==> src/hdl/scpt_pkg.sv <==
package scpt_pkg;

  // default geometry of the coordinate words
  localparam int COORD_BITS_DEF = 24;
  localparam int FRAC_BITS_DEF  = 12;

  // degenerate axis: |e-s|^2 * DEG_SCALE < 2^(2*FRAC_BITS)
  localparam logic [63:0] DEG_SCALE = 64'd1000000;
  // the derived limit stays below 2^21 for any fraction width up to 20
  localparam int DEG_LIM_BITS = 21;

  typedef struct packed {
    logic deg;      // axis shorter than the minimum length
    logic caps_ok;  // point lies between both end cap planes
  } scpt_flags_t;

endpackage

==> src/hdl/scpt_decide.sv <==
module scpt_decide import scpt_pkg::*; #(
  parameter int COORD_BITS = COORD_BITS_DEF,
  localparam int CW = 2 * COORD_BITS + 2,
  localparam int H  = CW / 2
) (
  input  logic           clk,
  input  logic           rst_n,
  input  logic           en,
  input  logic           vld_i,
  input  scpt_flags_t    flags_i,
  input  logic [2*H-1:0] sq_hh [3],
  input  logic [2*H-1:0] sq_hl [3],
  input  logic [2*H-1:0] sq_ll [3],
  input  logic [2*H-1:0] rr_hh,
  input  logic [2*H-1:0] rr_hl,
  input  logic [2*H-1:0] rr_lh,
  input  logic [2*H-1:0] rr_ll,
  output logic           vld_o,
  output logic           inside_o,
  output logic           deg_o
);

  localparam int LW = 2 * CW + 2;

  // stage 5: recombined squares
  logic          vld5_r;
  scpt_flags_t   flags5_r;
  logic [LW-1:0] sq5_r [3];
  logic [LW-1:0] rhs5_r;

  // stage 6: output register
  logic          vld6_r;
  logic          inside6_r;
  logic          deg6_r;

  logic [LW-1:0] lhs;

  for (genvar i = 0; i < 3; i++) begin : g_sq
    always_ff @(posedge clk) begin
      if (en) begin
        sq5_r[i] <= (LW'(sq_hh[i]) << (2 * H)) + (LW'(sq_hl[i]) << (H + 1))
                    + LW'(sq_ll[i]);
      end
    end
  end

  assign lhs = sq5_r[0] + sq5_r[1] + sq5_r[2];

  always_ff @(posedge clk) begin
    if (!rst_n) begin
      vld5_r <= 1'b0;
      vld6_r <= 1'b0;
    end else if (en) begin
      vld5_r <= vld_i;
      vld6_r <= vld5_r;
    end
  end

  always_ff @(posedge clk) begin
    if (en) begin
      flags5_r  <= flags_i;
      rhs5_r    <= (LW'(rr_hh) << (2 * H)) + ((LW'(rr_hl) + LW'(rr_lh)) << H)
                   + LW'(rr_ll);
      inside6_r <= flags5_r.deg || (flags5_r.caps_ok && (lhs < rhs5_r));
      deg6_r    <= flags5_r.deg;
    end
  end

  assign vld_o    = vld6_r;
  assign inside_o = inside6_r;
  assign deg_o    = deg6_r;

endmodule

==> config.mk <==
export PLATFORM = sky130hd
export DESIGN_NAME = scpt_decide
export DESIGN_NICKNAME = d
export VERILOG_FILES = /design/src/hdl/scpt_pkg.sv /design/src/hdl/scpt_decide.sv
export SDC_FILE = /design/constraint.sdc
export NUM_CORES = 1
export LEC_CHECK = 0
export ABC_AREA = 0
export BUFFER_PORTS_ARGS = -buffer_cell sky130_fd_sc_hd__buf_2
export CAP_MARGIN = 40
export CORE_ASPECT_RATIO = 1.4
export CORE_MARGIN = 2
export CORE_UTILIZATION = 54
export DETAILED_ROUTE_END_ITERATION = 10
export GPL_ROUTABILITY_DRIVEN = 1
export PLACE_DENSITY = 0.77
export RECOVER_POWER = 100
export SLEW_MARGIN = 20
export SYNTH_ARGS = -nofsm -noshare
export SYNTH_HDL_FRONTEND = slang
export SYNTH_SLANG_ARGS = --single-unit
==> constraint.sdc <==
create_clock -name clk -period 6.8 [get_ports clk]
set_input_delay 1.36 -clock clk [delete_from_list [all_inputs] [get_ports clk]]
set_output_delay 1.36 -clock clk [all_outputs]
set_load 0.005 [all_outputs]
==> metrics.cfg, run 1 <==
[global_route]
grt_pass1_vias = 35200
grt_max_degree = 160
grt_usage = 0.331
gr-total-overflow = 0
grt_pass1_wl_mm = 190
antenna_found_initial = 21

[pwr]
switching_power_mw = 6.12
power_frac_comb = 0.582
power.density_nw_per_um2 = 315
clkPwrFrac = 0.167
power.internal_mw = 7.97
p_leak_nw = 19.8
p_sw_frac = 0.434
power_frac_seq = 0.251
power.total_mw = 14.1
ir_drop_mv = 0.178

[clock_tree]
cts_tree = done
cts_max_level = 2
hold_buffers = 0
cts_sinks = 410
cts_inserted_buffers = 43
clk_path_buf_depth = 3
cts_resized = 0
clock_latency_ps = 580
clk_pin_slew_ps = 70
root_buffer = clkbuf_16
postCtsSetupRepairBufs = 0

[outcome]
outcome = complete, but fails checks
violations = capacitance limit, slew limit

[setup_path]
crit_cells = 24
cpPeakStageDelay_ps = 610
end_kind = flop
cp_cell_sequence = clkbuf_1 -> ha_1 -> a211oi_1 -> o21ai_0 -> a21oi_1 -> nor3_1 -> o41ai_1 -> clkbuf_1 -> o21ai_0 -> o41ai_1 -> clkbuf_1 -> o21bai_1 -> a21oi_1 -> xnor2_1 -> ha_1 -> nand2_1 -> o41ai_1 -> a21oi_1 -> a2111oi_0 -> nor3_1 -> o211ai_1 -> a21o_1 -> a21oi_1 -> xnor2_1
worst_path_max_delay_cell = a2111oi_0
reg2reg_depth = 21
required_ps = 7120
cp_common_cell = a21oi_1
path_buf_inv = 3
cp_max_fo = 6
worst_setup_path_start_kind = input pin
cpLargestDelayFamily = compound AO/OA/AOI/OAI gates
crit_type = input pin to flop
critPathArrivalTime_ps = 6740

[detailed_routing]
antenna_left = 0
drtIter0Drc = 2478
wirelength_mm = 126
routedWlPerCell_um = 21.9
vias_per_cell = 6.08
drtPass1Iterations = 7
vias = 35100
drc = 0

[run]
drv_cap = 4

[min_path]
min_path_type = flop to flop
min_path_cells = 2

[synth]
syn_nets = 5338
synth_cells = 4124
synth_top_cell_by_area = edfxtp_1
yosysWarnings = 0
synth_edf_count = 408
synth_seq_cells = 410
yosysSeqAreaShare = 0.317
avgSynthCellArea_um2 = 9.41
synth_flop_cell = edfxtp_1
async_reset_ff_frac = 0
synth_area_um2 = 38800
yosysUniqueCellTypes = 97
synthTopCellsByArea = edfxtp_1 (32%), ha_1 (15%), xnor2_1 (5.9%)
synth.most_common_cell = ha_1
synth_top_area_share = 0.316
ys_top_cells_by_count = ha_1 (451), edfxtp_1 (408), a21oi_1 (395)

[final_layout]
stdcell_count = 5773
syn2layout_area_growth_pct = 15.1
nFillCells = 6159
nets = 6000
drive_gt1_frac = 0.168

[die]
ios = 659
dieArea_um2 = 74100
rows = 116
coreArea_um2 = 71300
dieWidth_um = 231
initial_utilization = 0.545
die_h_um = 321

[sta]
fin_crit_sh = 0.943
grt_setup_unrepaired = false
skew_ps = 24.3
timing.setup.tns_ps = 0
fmax_mhz = 156
hold_viol_final = 0
worst_slew_pin_slew_ps = 3970
period_needed_ps = 6410
finalSetupViolations = 0
drv_slew = 408
max_slew_margin = -1.65

[place]
place_congestion = 1.00
hpwlAfterDp_mm = 106
io_buffers = 658
dp_cells = 5684

## through the flow
stage               utilization  cell area (µm²)  hold slack (ps)  setup slack [ps]
finish                    0.627            44700              521               389
global route              0.627            44700              559              9.12
floorplan                     -            38800              452               538
detailed placement        0.609            43400              481             -58.9
CTS                       0.628            44800              526               298
global placement          0.609            43400              488             -33.6
## kinds of logic after synthesis
group | count (synthesis) | share of synthesized area
compound gates | 1277 | 0.212
xor+xnor | 419 | 0.0945
fa+ha+maj | 558 | 0.201
buf+inv | 326 | 0.0319
flops | 410 | 0.317
mux | 4 | 0.00103
simple gates | 1130 | 0.143
## power groups by stage
stage	clock (mW)	combinational [mW]	sequential, mW
after global placement	0	7.91	3.55
after CTS	2.39	8.09	3.52
final	2.36	8.20	3.53
after floorplan	0	5.73	3.46
after detailed placement	0	8.02	3.56
after global routing	2.47	9.08	3.57
## cells in the final DEF, fill, tap and decap left out, drive strengths merged, types with 18 or more instances in the layout
cell type	count
edfxtp	408
nand2b	46
nor3	75
and4	18
a21o	226
and3	57
clkbuf	76
or3	18
a31oi	46
nand3	126
o21a	37
inv	220
o31ai	19
nor2	254
xor2	159
ha	451
o21bai	61
and2	26
fa	107
a21oi	397
buf	702
nand2	301
o21ai	242
nor4	24
nand4	96
xnor2	260
a211oi	55
o211ai	27
nor2b	38
## worst paths after layout
kind / slack, ps / end / start
worst min-delay path: 520 / vld_o / vld_o
worst max register to register: 400 / inside_o / sq5_r[0][157]
worst min register to register: 520 / vld_o / vld_o
worst max-delay path: 390 / rhs5_r[69] / rr_hl[1]
## flip-flops by register name (all words and copies together) (netlist names)
register,cells
rhs5_r,101
vld5_r,1
deg_o,1
flags5_r,2
inside_o,1
vld_o,1
sq5_r,303
## tightest hold or removal path, cell delays in order (launching register included)
cell,delay [ps]
dfxtp_1,320
mux2i_1,70
nor2b_1,100
## layer usage
metal,GRT usage,vias up,part of all wire
met4,0.144,26,0.048
met1,0.380,16600,0.38
met5,0,-,0.0012
met2,0.605,1429,0.50
met3,0.0509,331,0.070
li1,-,16700,-
## layout make-up
type | count | area [µm²] | share of cell area
Timing Repair Buffer | 727 | 3750 | 0.0840
Sequential cell | 410 | 12300 | 0.275
Antenna cell | 13 | 32.5 | 0.000728
Clock buffer | 51 | 1110 | 0.0247
Inverter | 216 | 811 | 0.0181
Tap cell | 944 | 1180 | 0.0264
Clock inverter | 24 | 246 | 0.00551
Multi-Input combinational cell | 3388 | 25300 | 0.565
Power figures use the tool's default switching activity.
==> run 2: changes to the inputs <==
Settings changed: ABC_AREA 0 to 1, PLACE_DENSITY 0.77 to 0.76.
==> run 2 against run 1 <==
The run still ends with capacitance limit, slew limit left. Wire length increased by 36%. First-iteration DRC count increased by 56%. Fmax increased by 9.6%. Critical path type unchanged. Critical endpoint is now rhs5_r[95]. Largest cell class unchanged.
==> metrics.cfg, run 2 <==
[global_route]
antenna_found_initial = 10
grt_usage = 0.402
grt_pass1_vias = 43000
grt_max_degree = 166
gr-total-overflow = 0
grt_pass1_wl_mm = 252

[setup_path]
reg2reg_depth = 26
cp_max_fo = 6
reg2reg_slack_ps = 1240
end_kind = flop
r2r_start = sq5_r[0][1]
required_ps = 7160
critPathArrivalTime_ps = 6210
worst_setup_path_start_kind = input pin
r2r-end = inside_o
crit_type = input pin to flop

[clock_tree]
clock_latency_ps = 600
cts_inserted_buffers = 41
root_buffer = clkbuf_16
cts_resized = 0
cts_sinks = 410
clk_path_buf_depth = 3
hold_buffers = 0
postCtsSetupRepairBufs = 0
cts_tree = done
clk_pin_slew_ps = 70
cts_max_level = 2

[sta]
grt_setup_unrepaired = false
drv_slew = 90
period_needed_ps = 5850
max_slew_margin = -2.56
worst_slew_pin_slew_ps = 5340
fin_crit_sh = 0.860
timing.setup.tns_ps = 0
fmax_mhz = 171
skew_ps = 31.2
hold_viol_final = 0
finalSetupViolations = 0

[synth]
avgSynthCellArea_um2 = 7.64
syn_nets = 6912
synth_top_area_share = 0.281
synth_edf_count = 408
synthTopCellsByArea = edfxtp_1 (28%), ha_1 (13%), nand2_1 (8.4%)
synth_seq_cells = 410
synth_top_cell_by_area = edfxtp_1
synth_area_um2 = 43600
yosysSeqAreaShare = 0.282
ys_top_cells_by_count = nand2_1 (973), inv_1 (891), nor2_1 (728)
synth_flop_cell = edfxtp_1
synth.most_common_cell = nand2_1
yosysUniqueCellTypes = 65
yosysWarnings = 0
synth_cells = 5698
async_reset_ff_frac = 0

[min_path]
hold_start = flags5_r[1]
hold_end = deg_o
min_path_type = flop to flop
min_path_cells = 0

[place]
hpwlAfterDp_mm = 150
placed_area_um2 = 48200
place_congestion = 1.08
io_buffers = 658

[final_layout]
stdcell_area_um2 = 49300
drive_gt1_frac = 0.133
nFillCells = 7418
largest_register_ffs = 303
post-route-util = 0.614
final_cell_mix = nand2_1 (994), inv_1 (891), nor2_1 (731)
nets = 7617
top_register = sq5_r
final_common_cell = nand2_1
largestRegisters = sq5_r x303, rhs5_r x101, flags5_r x2
syn2layout_area_growth_pct = 13.1

[die]
dieWidth_um = 244
rows = 123
initial_utilization = 0.543
ios = 659
dieArea_um2 = 83000
die_h_um = 340
coreArea_um2 = 80200

[outcome]
outcome = complete, but fails checks
violations = capacitance limit, slew limit

[detailed_routing]
wirelength_mm = 172
vias = 43600
antenna_left = 0
drc = 0
routedWlPerCell_um = 22.9
vias_per_cell = 5.81
drtPass1Iterations = 8
drtIter0Drc = 3861

[run]
drv_cap = 1

[pwr]
power.density_nw_per_um2 = 317
p_leak_nw = 22.1
ir_drop_mv = 0.245

## run 2: changes by cell type after synthesis, sizes merged, moves of 46 or more
cell / before / now
nand4: 96 / 45
a21oi: 397 / 629
inv: 215 / 908
clkbuf: 98 / 0
xor2: 159 / 277
nand2: 301 / 1035
nor2: 254 / 759
a211oi: 55 / 8
a21o: 226 / 26
o21ai: 242 / 337
nand2b: 46 / 0
xnor2: 260 / 149
## run 2: how the worst max path moves through the flow
stage / startpoint / end / slack, ps
global route: rr_hl[0] / rhs5_r[74] / 530
CTS: sq5_r[0][1] / inside_o / 1360
global placement: rr_hl[0] / rhs5_r[74] / 970
finish: rr_hl[0] / rhs5_r[95] / 950
floorplan: rr_hl[0] / rhs5_r[91] / 1820
detailed placement: rr_hl[0] / rhs5_r[98] / 900
## run 2: per-stage QoR
| step | hold WS, ps | power [mW] | setup slack [ps] | std cells |
|---|---|---|---|---|
| floorplan | 426 | 9.69 | 1820 | 5698 |
| global placement | 447 | 12.8 | 969 | 7421 |
| detailed placement | 446 | 13.0 | 901 | 7421 |
| CTS | 458 | 15.4 | 1360 | 7494 |
| global route | 483 | 16.5 | 532 | 7502 |
| finish | 457 | 15.6 | 953 | 7502 |
## run 2: cell type report
type / count / area (µm²) / area share
clock buffers: 46 / 1040 / 0.0212
well taps: 1062 / 1330 / 0.0270
repair buffers: 662 / 3330 / 0.0675
clock inverters: 27 / 329 / 0.00668
diodes: 7 / 17.5 / 0.000356
multi-input cells: 4380 / 27500 / 0.558
flip-flops and latches: 410 / 12300 / 0.250
inverters: 908 / 3410 / 0.0692
## run 2: kinds of logic after synthesis
logic type      Yosys count  synth area share
fa+ha+maj               558             0.179
simple gates           2162             0.211
compound gates         1234             0.164
xor+xnor                426            0.0857
buf+inv                 908            0.0783
flops                   410             0.282
## run 2: worst max-delay path, stage by stage
cell and delay [ps]:
buf_2 100, ha_1 300, fa_1 490, nand3_1 110, nand3_1 110, a21oi_1 320, o21ai_0 210, a21oi_1 330
o21ai_0 240, a31oi_1 340, o21ai_1 120, xor2_1 180, ha_1 440, nand2_1 110, nor2_1 170, inv_1 100
nor2_1 100, inv_1 50, nor2_1 170, nand3_2 90, nand3_1 170, nand2_2 70, nand2_1 240, nand4_2 130
xnor2_1 160
## run 2: power by group
group / internal (mW) / switching, mW / total, mW
Sequential: 3.30 / 0.221 / 3.52
Combinational: 3.27 / 6.44 / 9.71
Clock: 1.35 / 1.05 / 2.40
Total: 7.92 / 7.71 / 15.6
## run 2: metal layers
layer	up-vias	wire [µm]	track usage
met5	-	12	0
met2	2306	81900	0.689
met4	2	13200	0.263
li1	20500	-	-
met1	20200	64100	0.476
met3	529	12700	0.0479
